[src/hdl/plmt_ram.sv]
// Generic single-write, single-read synchronous RAM with registered read data.
// No dependencies.
`default_nettype none

module plmt_ram #(
  parameter int DEPTH = 2,
  parameter int WIDTH = 8,
  localparam int AW = $clog2(DEPTH)
) (
  input  wire logic             clk,
  input  wire logic             we,
  input  wire logic [AW-1:0]    waddr,
  input  wire logic [WIDTH-1:0] wdata,
  input  wire logic [AW-1:0]    raddr,
  output logic      [WIDTH-1:0] rdata
);

  logic [WIDTH-1:0] mem [DEPTH];

  always_ff @(posedge clk) begin
    if (we) begin
      mem[waddr] <= wdata;
    end
  end

  always_ff @(posedge clk) begin
    rdata <= mem[raddr];
  end

endmodule

`default_nettype wire

[config.mk]
export PLATFORM = sky130hd
export DESIGN_NAME = plmt_ram
export DESIGN_NICKNAME = d
export VERILOG_FILES = /design/src/hdl/plmt_ram.sv
export SDC_FILE = /design/constraint.sdc
export NUM_CORES = 1
export LEC_CHECK = 0
export ABC_CLOCK_PERIOD_IN_PS = 2500
export BUFFER_PORTS_ARGS = -buffer_cell sky130_fd_sc_hd__buf_4
export CORE_MARGIN = 2
export CORE_UTILIZATION = 52
export DETAILED_ROUTE_END_ITERATION = 10
export PLACE_DENSITY = 0.78
export SYNTH_ARGS = -nofsm -noshare
export SYNTH_HDL_FRONTEND = slang
export SYNTH_SLANG_ARGS = --single-unit
[constraint.sdc]
create_clock -name clk -period 2.5 [get_ports clk]
set_clock_uncertainty 0.1 [all_clocks]
set_input_delay 0 -clock clk [delete_from_list [all_inputs] [get_ports clk]]
set_output_delay 0 -clock clk [all_outputs]
set_load 0.01 [all_outputs]
==> run summary <==
Post-cts sizing count: 0
Mapped Area: 785 sq um
I/O pin cnt: 20
Initial Util: 54.0%
First-pass GRT wire length: 1600 um
Net switching fraction of the power: 17.0%
Ys Warns: 0
# rows: 14
Hold Vio Cnt, Final: 0
Worst skew pair latency: 0.30 ns
Synth Area in XOR/XNOR: 0%
Tightest Pin Transition: 0.653 ns
Area leader, netlist: edfxtp_1
Synth cell types: 6
Drt drc: 0
Fin. max-slew vios: 0
Fmax: 1.05 GHz
Critical path arrival: 1.05 ns
Initial antenna violation count: 0
Final-stage net count: 79
DR vias/cell: 4.62
Footprint of the multi-input gates: 133 sq um
GRT Resource Usage Total: 12.6%
RSZ-0062 raised after global routing: no
Net Sw Power: 0.137 mW
Pin count of the biggest net entering global routing: 15
Outcome: finished clean
Pwr/cell area: 746 nW/um^2
Maximum clock path buffer count: 2
# clock sinks: 24
Grt ovf: 0
Layout cell share with drive strength beyond 1: 47.0%
Seq cells post-synth: 24
Mapped Avg Cell Area: 22.4 sq um
Seq/Total Area, Yosys: 81.7%
Fin crit share: 38.0%
Required @ worst endpoint: 2.60 ns
Post-synthesis mux area share: 15.3%
Headroom to the max-slew limit: 56.3%
Leakage: 0.445 nW
Area grow syn2layout: 37.5%
Die width: 42.8 um
Critical Path Start Type: primary input
Post-Synth Adder-Cell Area: 0%
Total power: 0.805 mW
Min cycle time layout: 0.950 ns
Critical path fanouts, max: 8
Worst setup margin: 1.55 ns
Post-CTS repair timing setup buffer count: 0
CP Class: in -> reg
Synth area leaders: edfxtp_1 (61%), dfxtp_1 (20%), mux2_4 (15%), buf_6 (1.4%), and2_1 (0.80%)
Post-Syn Instances: 35
Clk pin slew, worst setup/hold paths: 0.12 ns
Total CTS buffers: 3
DIE HEIGHT: 42.8 um
Clock Tree Root: clkbuf_4
Pre-CTS setup slack: 1.39 ns
Post-Syn Nets: 47
Clock network power share: 33.0%
Die area: 1840 sq um
Compound-gate portion of the synthesized area: 0%
Core footprint: 1450 sq um
Setup TNS: 0 ns
VDD IR max: 656 uV
Worst hold path type: in -> reg
Vias in the first global route: 393
Pre-Repair DR Iteration Count: 3
Initial DRC Count: 9
Top cell type's share of synthesized area: 61.2%
Vias after detailed routing: 379
# fillers: 82
Max capacitance violation total: 0
Setup Viol. Count Final: 0
N_diodes: 0
Routability cong.: 0.647
FF/Latch Area: 641 sq um
Routed len/inst: 11.7 um
ANT nets after route: 0
Share of power burned in registers: 57.3%
Routed wire length: 963 um
Main combinational cell family by area after synthesis: multiplexers
Comb pwr share: 9.7%
Buffers on Ports: 19
H-tree Lvls: 1
Fin util: 74.2%
CTS tree: done
Simple-gate share of the synthesized area: 1.59%
Critical path capture point type: flop
P_int: 0.668 mW
[flip-flops by register name, summed over array words and instances (netlist names)]
signal and cells:
mem 16, rdata 8
[cell type report]
cell class,instances,area share (%)
tap,16,1.86
clock buffer,3,2.09
timing repair buffer,28,21.6
multi-input combinational,10,12.3
sequential,24,59.4
clock inverter,1,2.78
[cells in the mapped netlist]
library cell and n:
mux2_4 8, and2_1 1, dfxtp_1 8, nor2b_1 1, buf_6 1, edfxtp_1 16
[critical path, stage by stage]
cell and delay, ns:
dlygate4sd3_1 0.53, buf_4 0.20, mux2_4 0.32
[worst paths after layout]
path	from	end	slack, ns	cells after the start
setup / recovery	raddr	rdata[3]$_DFF_P_	1.55	3
hold / removal	waddr	mem[0][3]$_DFFE_PP_	0.01	2
setup reg to reg	mem[0][3]$_DFFE_PP_	rdata[3]$_DFF_P_	1.64	1
hold reg to reg	mem[0][2]$_DFFE_PP_	rdata[2]$_DFF_P_	0.39	1
[power groups by stage]
| stage | sequential (mW) | clock, mW | combinational [mW] |
|---|---|---|---|
| after floorplan | 0.476 | 0 | 0.0273 |
| after global placement | 0.470 | 0 | 0.0666 |
| after detailed placement | 0.471 | 0 | 0.0674 |
| after CTS | 0.462 | 0.274 | 0.0785 |
| after global routing | 0.464 | 0.292 | 0.0837 |
| final | 0.461 | 0.266 | 0.0780 |
[metal layers]
metal | share of wire (%) | routed length (um) | vias up | track usage [%]
met4 | 0.42 | 4 | 0 | 7.50
met1 | 37 | 353 | 170 | 12.5
li1 | - | - | 191 | -
met5 | 0 | 0 | - | 0
met2 | 55 | 532 | 16 | 23.0
met3 | 7.5 | 72 | 2 | 3.40
[layout by cell type, fill, tap and decap left out]
master         Yosys  layout
and2_1             1       1
clkbuf_4           0       3
nor2b_1            1       1
mux2_4             8       8
dfxtp_1            8       8
edfxtp_1          16      16
dlygate4sd3_1      0       9
bufinv_16          0       1
buf_4              0      19
[logic make-up (layout without fill, tap and decap cells)]
family,after synthesis,in the layout
AND/OR/NAND/NOR,2,2
multiplexers,8,8
flip-flops,24,24
buffers and inverters,1,32
[timing repair]
| item | 4_1_cts | 5_1_grt |
|---|---|---|
| hold buffers | 9 | 0 |
| hold endpoints to repair | 24 | 0 |
| endpoints found under the setup margin | 0 | 0 |
[per-stage QoR]
stage          cells  area [sq um]  hold WS [ns]
2_1_floorplan     35           785      -0.00113
3_3_place_gp      69           936        0.0865
3_5_place_dp      69           936        0.0875
4_1_cts           82          1080      0.000391
5_1_grt           82          1080        0.0109
6_report          82          1080        0.0137
(Power assumes the default switching activity.)
