[config.mk]
export PLATFORM = sky130hd
export DESIGN_NAME = plmt_shape
export DESIGN_NICKNAME = d
export VERILOG_FILES = /design/src/hdl/plmt_pkg.sv /design/src/hdl/plmt_shape.sv
export SDC_FILE = /design/constraint.sdc
export NUM_CORES = 1
export LEC_CHECK = 0
export ABC_AREA = 1
export BUFFER_PORTS_ARGS = -buffer_cell sky130_fd_sc_hd__buf_2
export CAP_MARGIN = 15
export CORE_MARGIN = 2
export CORE_UTILIZATION = 30
export CTS_CLUSTER_SIZE = 14
export DETAILED_ROUTE_END_ITERATION = 12
export MAX_ROUTING_LAYER = met4
export SLEW_MARGIN = 30
export SYNTH_ARGS = -nofsm -noshare
export SYNTH_HDL_FRONTEND = slang
export SYNTH_SLANG_ARGS = --single-unit
[constraint.sdc]
create_clock -name clk -period 6.8 [get_ports clk]
set_clock_uncertainty 0.1 [all_clocks]
set_input_delay 1.02 -clock clk [delete_from_list [all_inputs] [get_ports clk]]
set_output_delay 1.02 -clock clk [all_outputs]
set_load 0.01 [all_outputs]
[src/hdl/plmt_pkg.sv]
// Shared constants, command and state codes, and control structs for the
// piecewise-linear table block. No dependencies.
`default_nettype none

package plmt_pkg;

  localparam int MAX_STEPS = 256;
  localparam int FRAC_BITS = 16;
  localparam int DEPTH     = MAX_STEPS + 1;
  localparam int IDX_W     = $clog2(DEPTH);
  localparam int STEP_W    = 9;
  localparam int TOL_W     = 16;
  localparam int VAL_W     = 32;
  localparam int X_W       = FRAC_BITS + 1;
  localparam int P_W       = FRAC_BITS + STEP_W;
  localparam int DIFF_W    = VAL_W + 1;
  localparam int PROD_W    = DIFF_W + FRAC_BITS + 1;
  localparam logic [VAL_W-1:0] ONE_Q = VAL_W'(1) << FRAC_BITS;

  typedef enum logic [1:0] {
    CMD_WRITE  = 2'd0,
    CMD_EVAL   = 2'd1,
    CMD_VERIFY = 2'd2
  } cmd_t;

  typedef enum logic [3:0] {
    S_IDLE,
    S_EV_ONE,
    S_EV_LO,
    S_EV_HI,
    S_EV_DIFF,
    S_EV_MUL,
    S_EV_SUM,
    S_VF_RUN,
    S_VF_DRAIN,
    S_VF_OUT
  } state_t;

  typedef struct packed {
    logic clear;
    logic valid;
  } chk_ctl_t;

  typedef struct packed {
    logic mono;
    logic conc;
  } chk_stat_t;

  // Step count in use: 0 acts as 1, anything above the table size as MAX_STEPS.
  function automatic logic [STEP_W-1:0] eff_steps(input logic [STEP_W-1:0] sc);
    logic [STEP_W-1:0] r;
    if (sc == '0) begin
      r = STEP_W'(1);
    end else if (sc > STEP_W'(MAX_STEPS)) begin
      r = STEP_W'(MAX_STEPS);
    end else begin
      r = sc;
    end
    return r;
  endfunction

endpackage

`default_nettype wire

[src/hdl/plmt_shape.sv]
// Streaming shape checker: monotone and concave tests over a sample stream.
// Depends on plmt_pkg.
`default_nettype none

module plmt_shape (
  input  wire logic                          clk,
  input  wire logic                          rst,
  input  wire plmt_pkg::chk_ctl_t            ctl,
  input  wire logic [plmt_pkg::VAL_W-1:0]    sample,
  input  wire logic [plmt_pkg::TOL_W-1:0]    tol,
  output plmt_pkg::chk_stat_t                stat
);

  logic [plmt_pkg::VAL_W-1:0] prev1;
  logic [plmt_pkg::VAL_W-1:0] prev2;
  logic [1:0]                 seen;   // samples taken, saturates at 2
  logic                       mono;
  logic                       conc;
  logic signed [33:0]         mono_lhs;
  logic signed [33:0]         mono_rhs;
  logic signed [33:0]         conc_lhs;
  logic signed [33:0]         conc_rhs;
  logic                       mono_fail;
  logic                       conc_fail;

  always_comb begin
    mono_lhs  = 34'($signed(prev1)) - $signed({18'b0, tol});
    mono_rhs  = 34'($signed(sample));
    conc_lhs  = 34'($signed(prev2)) + 34'($signed(sample)) - $signed({17'b0, tol, 1'b0});
    conc_rhs  = 34'($signed(prev1)) <<< 1;
    mono_fail = (seen != 2'd0) && (mono_lhs > mono_rhs);
    conc_fail = (seen == 2'd2) && (conc_lhs > conc_rhs);
  end

  always_ff @(posedge clk) begin
    if (rst) begin
      seen <= 2'd0;
      mono <= 1'b1;
      conc <= 1'b1;
    end else if (ctl.clear) begin
      seen <= 2'd0;
      mono <= 1'b1;
      conc <= 1'b1;
    end else if (ctl.valid) begin
      if (seen != 2'd2) begin
        seen <= seen + 2'd1;
      end
      if (mono_fail) begin
        mono <= 1'b0;
      end
      if (conc_fail) begin
        conc <= 1'b0;
      end
    end
  end

  always_ff @(posedge clk) begin
    if (ctl.valid) begin
      prev2 <= prev1;
      prev1 <= sample;
    end
  end

  assign stat.mono = mono;
  assign stat.conc = conc;

endmodule

`default_nettype wire

==> flow_summary.yaml, run 1 <==
grt:
  grt_max_degree: 35
  grt_antenna_before_repair: 0
  grt_pass1_vias: 6947
  grt_usage_pct: 16.3
  grt_overflow_total: 0
  grt_pass1_wl_um: 35300
placement:
  preCtsSetupSlack_ns: 2.01
  gp_congestion: 0.933
  numPortBuffers: 53
  hpwl_um: 18300
layout:
  nets: 1337
  multi_input_area_mm2: 0.00502
  drive_gt1_share_pct: 8.93
  final_cell_mix: "inv_1 (251), nand2_1 (208), ha_1 (131)"
  area_delta_synth_final_pct: 12.7
  final_common_cell: "inv_1"
  regArea_mm2: 0.00200
  num-fill-cells: 2774
route:
  antenna_left: 0
  vias: 6787
  dr.pass1.iters: 5
  drt-total-wl_um: 21300
  vias_per_cell: 4.59
  drc: 0
  wl_per_cell_um: 14.4
  first_iter_violations: 359
power_and_ir_drop:
  p_switching_mw: 0.832
  switching_share_pct: 40.8
  seq_power_share_pct: 25.4
  clkPwrFrac_pct: 27.3
  p_leak_nw: 4.63
  power_frac_comb_pct: 47.4
  p_per_area_mw_per_mm2: 227
  p_int_mw: 1.21
  vdd_drop_max_v: 0.000120
logic_synthesis:
  syn_nets: 1275
  netlist_area_mm2: 0.00798
  yosys_warnings: 0
  synth.distinct_cells: 38
  post_synth.cell_area_avg_um2: 7.43
  syn_inst: 1075
  yosysSeqAreaShare_pct: 25.1
  ys_seq_elements: 68
floorplan:
  die_area_mm2: 0.0279
  start_util_pct: 30.6
  dieHeight_um: 167
  num_rows: 59
  pin_count: 54
  die_w_um: 167
  core_area_mm2: 0.0261
sta:
  maxSlewViolCount: 0
  finalHoldViolations: 0
  rsz0062_at_grt: "false"
  fin_crit_ns: 4.45
  worst_pin_slew_ns: 0.813
  tns_ns: 0
  period_share_pct: 65.5
  holdWs_ns: 0.347
  setup_viol: 0
  worst_slack_ns: 2.35
  fmax_mhz: 225
  relSlewSlack_pct: 45.8
critical_path:
  critical_path.most_common_cell: "nand2_1"
  crit_required_ns: 6.94
  crit_slowest_cell: "fa_1"
  cp-start-kind: "primary input"
  crit_type: "primary input to register"
  critical-path-top-delay-family: "simple AND/OR/NAND/NOR gates"
  critical_path_buf_inv_count: 3
  arrival_ns: 4.59
  slowest_delay_ns: 0.53
  worst_setup_path_end_kind: "register"
  worst-path-max-fanout: 4
cts:
  h-tree-depth: 3
  ctsHoldBuffers: 0
  cts_tree: "built"
  path_clk_slew_ns: 0.06
  ctsResizeCount: 0
  ctsLongestPathBuffers: 2
  cts.sinks: 68
  cts-root-buf: "clkbuf_16"
  cts_buffers: 9
  clock_latency_ns: 0.35
  post_cts_buffers: 0
outcome:
  status: "completed"
hold_path:
  holdCritPathClass: "register to register"
job:
  drv_cap: 0
## worst paths after layout
check / start / to / slack [ns] / cells past startpoint
min reg2reg: mono / mono / 0.35 / 2
min: mono / mono / 0.35 / 2
max: sample[6] / conc / 2.35 / 25
max reg2reg: prev2[6] / conc / 2.85 / 24
## stage by stage
step	area [µm²]	instances	utilization, %	power [mW]
detailed placement	8660	1461	33.2	1.49
global route	9000	1477	34.5	2.23
floorplan	7980	1075	-	1.22
CTS	9000	1477	34.5	2.06
finish	9000	1478	34.5	2.04
global placement	8660	1461	33.2	1.48
## power by group through the flow
stage	clock, mW	sequential [mW]	combinational (mW)
global placement	0	0.525	0.952
finish	0.556	0.517	0.966
detailed placement	0	0.526	0.960
CTS	0.571	0.517	0.970
floorplan	0	0.516	0.708
global route	0.584	0.521	1.12
## area by class of cell
class,instances,area share [%]
Sequential cell,68,22.2
Tap cell,335,4.66
Timing Repair Buffer,54,3.03
Clock buffer,9,2.50
Inverter,252,10.5
Clock inverter,7,1.28
Multi-Input combinational cell,752,55.7
Antenna cell,1,0.0278
## synth_stat cells
master | n | share of area, %
inv_1 | 251 | 12
nand2_1 | 208 | 9.8
ha_1 | 131 | 21
nor2_1 | 93 | 4.4
a21oi_1 | 81 | 5.1
edfxtp_1 | 64 | 24
xor2_1 | 44 | 4.8
nand3_1 | 41 | 2.6
o21ai_0 | 35 | 2.2
fa_1 | 17 | 4.3
nor3_1 | 11 | 0.69
o21ai_1 | 10 | 0.63
nand4_1 | 9 | 0.71
a21o_1 | 8 | 0.75
nand2_2 | 8 | 0.63
nor2_2 | 8 | 0.63
o21a_1 | 8 | 0.75
xnor2_1 | 6 | 0.66
o21bai_1 | 5 | 0.47
a21oi_2 | 4 | 0.44
dfxtp_1 | 4 | 1.0
nand3b_1 | 3 | 0.28
nor3_2 | 3 | 0.38
o21ai_2 | 3 | 0.33
a211oi_1 | 2 | 0.19
a31oi_1 | 2 | 0.16
buf_4 | 2 | 0.19
nor4_1 | 2 | 0.16
o211ai_1 | 2 | 0.19
o21ai_4 | 2 | 0.41
a21oi_4 | 1 | 0.20
and2_1 | 1 | 0.078
and3_1 | 1 | 0.078
buf_2 | 1 | 0.063
inv_2 | 1 | 0.047
nand3_2 | 1 | 0.13
nor2_4 | 1 | 0.14
o211ai_2 | 1 | 0.16
## per-layer routing
metal	up-vias	track usage [%]	share of wire, %
li1	3585	-	-
met1	3083	21.3	49
met4	0	4.16	1.6
met5	-	-	0
met3	23	2.72	3.4
met2	96	26.5	46
## worst register-to-register path, stage by stage, from the launching register on
cell,delay [ns]
edfxtp_1,0.32
inv_1,0.05
fa_1,0.47
inv_1,0.05
ha_1,0.35
a21oi_1,0.26
nor2_1,0.07
nor2_1,0.16
nand2_1,0.15
nand2_1,0.08
nand2_1,0.13
a21oi_1,0.23
xnor2_1,0.11
ha_1,0.30
nand2_1,0.07
nor2_1,0.28
nand2_1,0.13
nor2_1,0.13
nand2_1,0.06
nand2_1,0.05
nor2_1,0.05
nand3_1,0.08
nand3_1,0.07
nand2_1,0.06
nand2_1,0.04
## cells by family after synthesis
group | after synthesis | synth area share [%]
and+or+nand+nor | 390 | 20.6
adders and majority gates | 148 | 24.8
AOI/OAI and AO/OA | 164 | 11.9
buffers and inverters | 255 | 12.1
xor gates and xnor gates | 50 | 5.49
DFF | 68 | 25.1
## flip-flops by register name, summed over array words and instances (netlist names)
signal / flops
prev1: 32
prev2: 32
seen: 2
conc: 1
mono: 1
No activity file was read; power rests on OpenSTA's default activity.
==> run 2, diff against run 1 <==
clock period = 3.55 ns   (was 6.8 ns; I/O delays follow)
==> run 2 against run 1 <==
Effect of this change: the run now ends with setup timing left; clock power is 62% higher; final area rose by 20%; sequential cell count did not move; global-route usage is 0.91 points higher; routed wire length is 8.9% higher; sequential power up 91%; cell count rose by 12%; via count up 12%.
==> flow_summary.yaml, run 2 (synthesized netlist as in run 1, its figures left out) <==
outcome:
  status: "finished with violations"
  violations: "setup timing"
hold_path:
  holdCritPathClass: "primary input to register"
  hp-start: "sample[4]"
sta:
  tns_ns: -0.124
  period_share_pct: 102
  setup_viol: 2
  fin_crit_ns: 3.63
  worst_slack_ns: -0.0788
  finalHoldViolations: 0
  worst_pin_slew_ns: 0.615
  fmax_mhz: 276
  holdWs_ns: 0.271
  maxSlewViolCount: 0
  relSlewSlack_pct: 59.0
  rsz0062_at_grt: "true"
floorplan:
  start_util_pct: 30.6
  dieHeight_um: 167
  die_area_mm2: 0.0279
  die_w_um: 167
  num_rows: 59
  core_area_mm2: 0.0261
  pin_count: 54
critical_path:
  critical_path.most_common_cell: "nand2_1"
  worst-path-max-fanout: 4
  worst_setup_path_end_kind: "register"
  rr_startpoint: "prev2[2]"
  crit_required_ns: 3.74
  critical-path-top-delay-family: "simple AND/OR/NAND/NOR gates"
  crit_type: "primary input to register"
  arrival_ns: 3.81
  slowest_delay_ns: 0.54
  cp-startpoint: "sample[2]"
  critical_path_buf_inv_count: 7
  cp-start-kind: "primary input"
  crit_slowest_cell: "fa_1"
route:
  first_iter_violations: 405
  dr.pass1.iters: 5
  wl_per_cell_um: 14.0
  vias: 7605
  antenna_left: 0
  drc: 0
  drt-total-wl_um: 23200
  vias_per_cell: 4.58
power_and_ir_drop:
  p_per_area_mw_per_mm2: 413
  vdd_drop_max_v: 0.000174
  p_total_mw: 4.44
  p_leak_nw: 5.53
layout:
  nets: 1520
  reg_top3: "prev1: 32 flops, prev2: 32 flops, seen: 2 flops"
  layoutNonFillerInstCount: 1660
  final_cell_mix: "inv_1 (250), nand2_1 (191), buf_4 (182)"
  final_common_cell: "inv_1"
  drive_gt1_share_pct: 27.5
  area_delta_synth_final_pct: 34.7
  diodes: 0
placement:
  hpwl_um: 19800
  numPortBuffers: 53
  dp.cells: 1635
  gp_congestion: 0.948
grt:
  grt_usage_pct: 17.3
  grt_antenna_before_repair: 0
  grt_pass1_vias: 7418
  grt_pass1_wl_um: 37100
  grt_overflow_total: 0
  grt_max_degree: 33
job:
  drv_cap: 0
cts:
  clock_latency_ns: 0.35
  cts_tree: "built"
  path_clk_slew_ns: 0.06
  ctsLongestPathBuffers: 2
  cts-root-buf: "clkbuf_16"
  cts.sinks: 68
  ctsHoldBuffers: 0
  h-tree-depth: 3
  cts_buffers: 9
==> run 2: layout make-up <==
cell class                 instances  area, µm²
tap                              335        419
fill                            2644      15300
sequential                        68       2000
clock inverter                     7       57.6
multi-input combinational        752       5430
clock buffer                       9        225
inverter                         252        946
timing repair buffer             237       1670
==> run 2: through the flow <==
| step | util [%] | worst slack [ns] | area, µm² |
|---|---|---|---|
| finish | 41.3 | -0.0788 | 10800 |
| global route | 41.3 | -0.336 | 10800 |
| CTS | 40.0 | -0.141 | 10400 |
| detailed placement | 38.4 | -0.633 | 10000 |
| global placement | 38.4 | -0.660 | 10000 |
| floorplan | - | 0.00594 | 8000 |
==> run 2: power breakdown <==
part / internal, mW / switching, mW
combinational: 1.16 / 1.39
clock: 0.533 / 0.368
sequential: 0.945 / 0.0405
total: 2.64 / 1.80
==> run 2: per-layer routing <==
| metal | vias to the layer above | track usage (%) | routed length (µm) |
|---|---|---|---|
| li1 | 3931 | - | - |
| met1 | 3503 | 23.6 | 11400 |
| met4 | 0 | 4.42 | 456 |
| met5 | - | - | 0 |
| met2 | 147 | 27.0 | 10400 |
| met3 | 24 | 2.39 | 956 |
==> run 2: timing repair <==
item                                   in CTS  in global routing
setup buffers                               4                  5
gates resized for setup                    24                 70
pin swaps                                  12                 30
setup endpoints to repair                   2                  2
endpoints found under the hold margin       0                  0
==> run 2: final timing paths <==
kind                            slack (ns)  cells after the start  endpoint
worst max-delay path                 -0.08                     26      conc
worst min register to register        0.34                      2      mono
worst min-delay path                  0.27                      1  prev1[4]
worst max register to register       -0.05                     25      conc
==> run 3, diff against run 2 <==
CTS_BUF_LIST = sky130_fd_sc_hd__clkbuf_8   (was default)
HOLD_SLACK_MARGIN = 0.06   (was default)
==> run 3 against run 2 <==
Effect of this change: critical path type is now register to register; critical endpoint is now mono; global-route usage about the same; the run still ends with setup timing left; cell count is 0.12% lower; highest routed layer unchanged; maximum frequency increased by 0.86%.
==> flow_summary.yaml, run 3 (synthesized netlist as in run 1, its figures left out) <==
power_and_ir_drop:
  p_switching_mw: 1.79
  p_per_area_mw_per_mm2: 395
  power_frac_comb_pct: 61.2
  clkPwrFrac_pct: 15.5
  p_int_mw: 2.42
  p_total_mw: 4.21
  switching_share_pct: 42.5
  p_leak_nw: 5.48
  seq_power_share_pct: 23.4
  vdd_drop_max_v: 0.000161
route:
  vias: 7616
  drc: 0
  drt-total-wl_um: 23300
  wl_per_cell_um: 14.0
  antenna_left: 0
  vias_per_cell: 4.59
  first_iter_violations: 423
  dr.pass1.iters: 6
layout:
  fin_util_pct: 40.9
  final_common_cell: "inv_1"
  final_cell_mix: "inv_1 (248), nand2_1 (188), buf_4 (180)"
  num-fill-cells: 2664
  area_delta_synth_final_pct: 33.6
  drive_gt1_share_pct: 27.7
  diodes: 0
  reg_top3: "prev1: 32 flops, prev2: 32 flops, seen: 2 flops"
  nets: 1518
grt:
  grt_pass1_wl_um: 37100
  grt_pass1_vias: 7404
  grt_max_degree: 33
  grt_antenna_before_repair: 0
  grt_usage_pct: 17.2
  grt_overflow_total: 0
sta:
  worst_slack_ns: -0.0477
  maxSlewViolCount: 0
  worst_pin_slew_ns: 0.604
  fin_crit_ns: 3.60
  fmax_mhz: 278
  rsz0062_at_grt: "true"
  setup_viol: 2
  period_share_pct: 101
  relSlewSlack_pct: 59.8
  finalHoldViolations: 0
cts:
  ctsHoldBuffers: 0
  cts_tree: "built"
  h-tree-depth: 3
  path_clk_slew_ns: 0.08
  cts_buffers: 9
  ctsLongestPathBuffers: 2
  cts-root-buf: "clkbuf_8"
  cts.sinks: 68
  clock_latency_ns: 0.38
hold_path:
  holdPathStages: 1
  holdCritPathClass: "primary input to register"
floorplan:
  pin_count: 54
  start_util_pct: 30.6
  die_area_mm2: 0.0279
  core_area_mm2: 0.0261
  num_rows: 59
  die_w_um: 167
  dieHeight_um: 167
critical_path:
  arrival_ns: 3.77
  slowest_delay_ns: 0.43
  cp-start-kind: "register"
  crit_type: "register to register"
  path_depth: 20
  critical_path_buf_inv_count: 0
  r2r_cells: 20
  worst_setup_path_end_kind: "register"
  critical_path.most_common_cell: "nand2_1"
  critical-path-top-delay-family: "simple AND/OR/NAND/NOR gates"
  crit_slowest_cell: "edfxtp_1"
  worst-path-max-fanout: 4
  worstPathCellList: "ha_1 > nand3_1 > nand2_2 > a21oi_2 > o21ai_1 > nand2_1 > nand2_1 > nor2_1 > nand2_1 > nand2_1 > ha_1 > nand4_1 > nor3_1 > nand2_1 > nor2_1 > nand2_1 > nand3_2 > nand3_2 > nand2_1 > nand2_1"
  crit_required_ns: 3.72
outcome:
  violations: "setup timing"
  status: "finished with violations"
placement:
  gp_congestion: 0.948
  preCtsSetupSlack_ns: -0.633
  hpwl_um: 19800
  numPortBuffers: 53
job:
  drv_cap: 0
## run 3: changes by cell type in the layout (fill, tap and decap cells not counted), sizes merged
cell / change
buf: -2
## run 3: cell type report
class                           count  area [µm²]  area share [%]
Clock buffer                        9         124            1.16
Clock inverter                      7        57.6           0.540
Inverter                          252         946            8.87
Multi-Input combinational cell    752        5460            51.2
Sequential cell                    68        2000            18.8
Tap cell                          335         419            3.93
Timing Repair Buffer              235        1660            15.5
## run 3: worst register-to-register path, stage by stage, from the launching register on
cell      delay, ns
edfxtp_1       0.43
ha_1           0.38
nand3_1        0.11
nand2_2        0.11
a21oi_2        0.08
o21ai_1        0.42
nand2_1        0.18
nand2_1        0.19
nor2_1         0.06
nand2_1        0.05
nand2_1        0.06
ha_1           0.29
nand4_1        0.20
nor3_1         0.19
nand2_1        0.17
nor2_1         0.12
nand2_1        0.09
nand3_2        0.07
nand3_2        0.08
nand2_1        0.06
nand2_1        0.04
## run 3: repair_timing
action / in CTS / in global routing
hold endpoints to repair: 0 / 0
pin swaps: 9 / 32
setup endpoints to repair: 2 / 2
setup buffers: 4 / 3
gates resized for setup: 20 / 82
## run 3: path summary, 6_finish.rpt
| check | from | to | slack (ns) |
|---|---|---|---|
| worst max-delay path | prev1[2] | mono | -0.05 |
| worst min-delay path | sample[4] | prev1[4] | 0.24 |
| worst max register to register | prev1[2] | mono | -0.05 |
| worst min register to register | mono | mono | 0.35 |
## run 3: layer usage
metal	wire, µm	track usage, %	part of all wire (%)
met1	11500	23.6	49
met4	465	4.61	2.0
met3	912	2.46	3.9
met2	10400	26.8	45
met5	0	-	0
## run 3: power groups by stage
stage	Sequential (mW)	Clock (mW)	Combinational, mW
5_1_grt	0.992	0.703	2.90
6_report	0.985	0.651	2.58
4_1_cts	0.985	0.676	2.36
3_5_place_dp	1.00	0	2.29
2_1_floorplan	0.988	0	1.36
3_3_place_gp	1.00	0	2.28
## run 3: through the flow
| stage | cells | instance area (µm²) | hold WS [ns] | TNS (ns) |
|---|---|---|---|---|
| 6_report | 1658 | 10700 | 0.240 | -0.0905 |
| 5_1_grt | 1658 | 10700 | 0.212 | -0.595 |
| 4_1_cts | 1655 | 10300 | 0.226 | -0.273 |
| 3_5_place_dp | 1635 | 10000 | 0.335 | -1.10 |
| 3_3_place_gp | 1635 | 10000 | 0.331 | -1.12 |
| 2_1_floorplan | 1075 | 8000 | 0.320 | 0 |
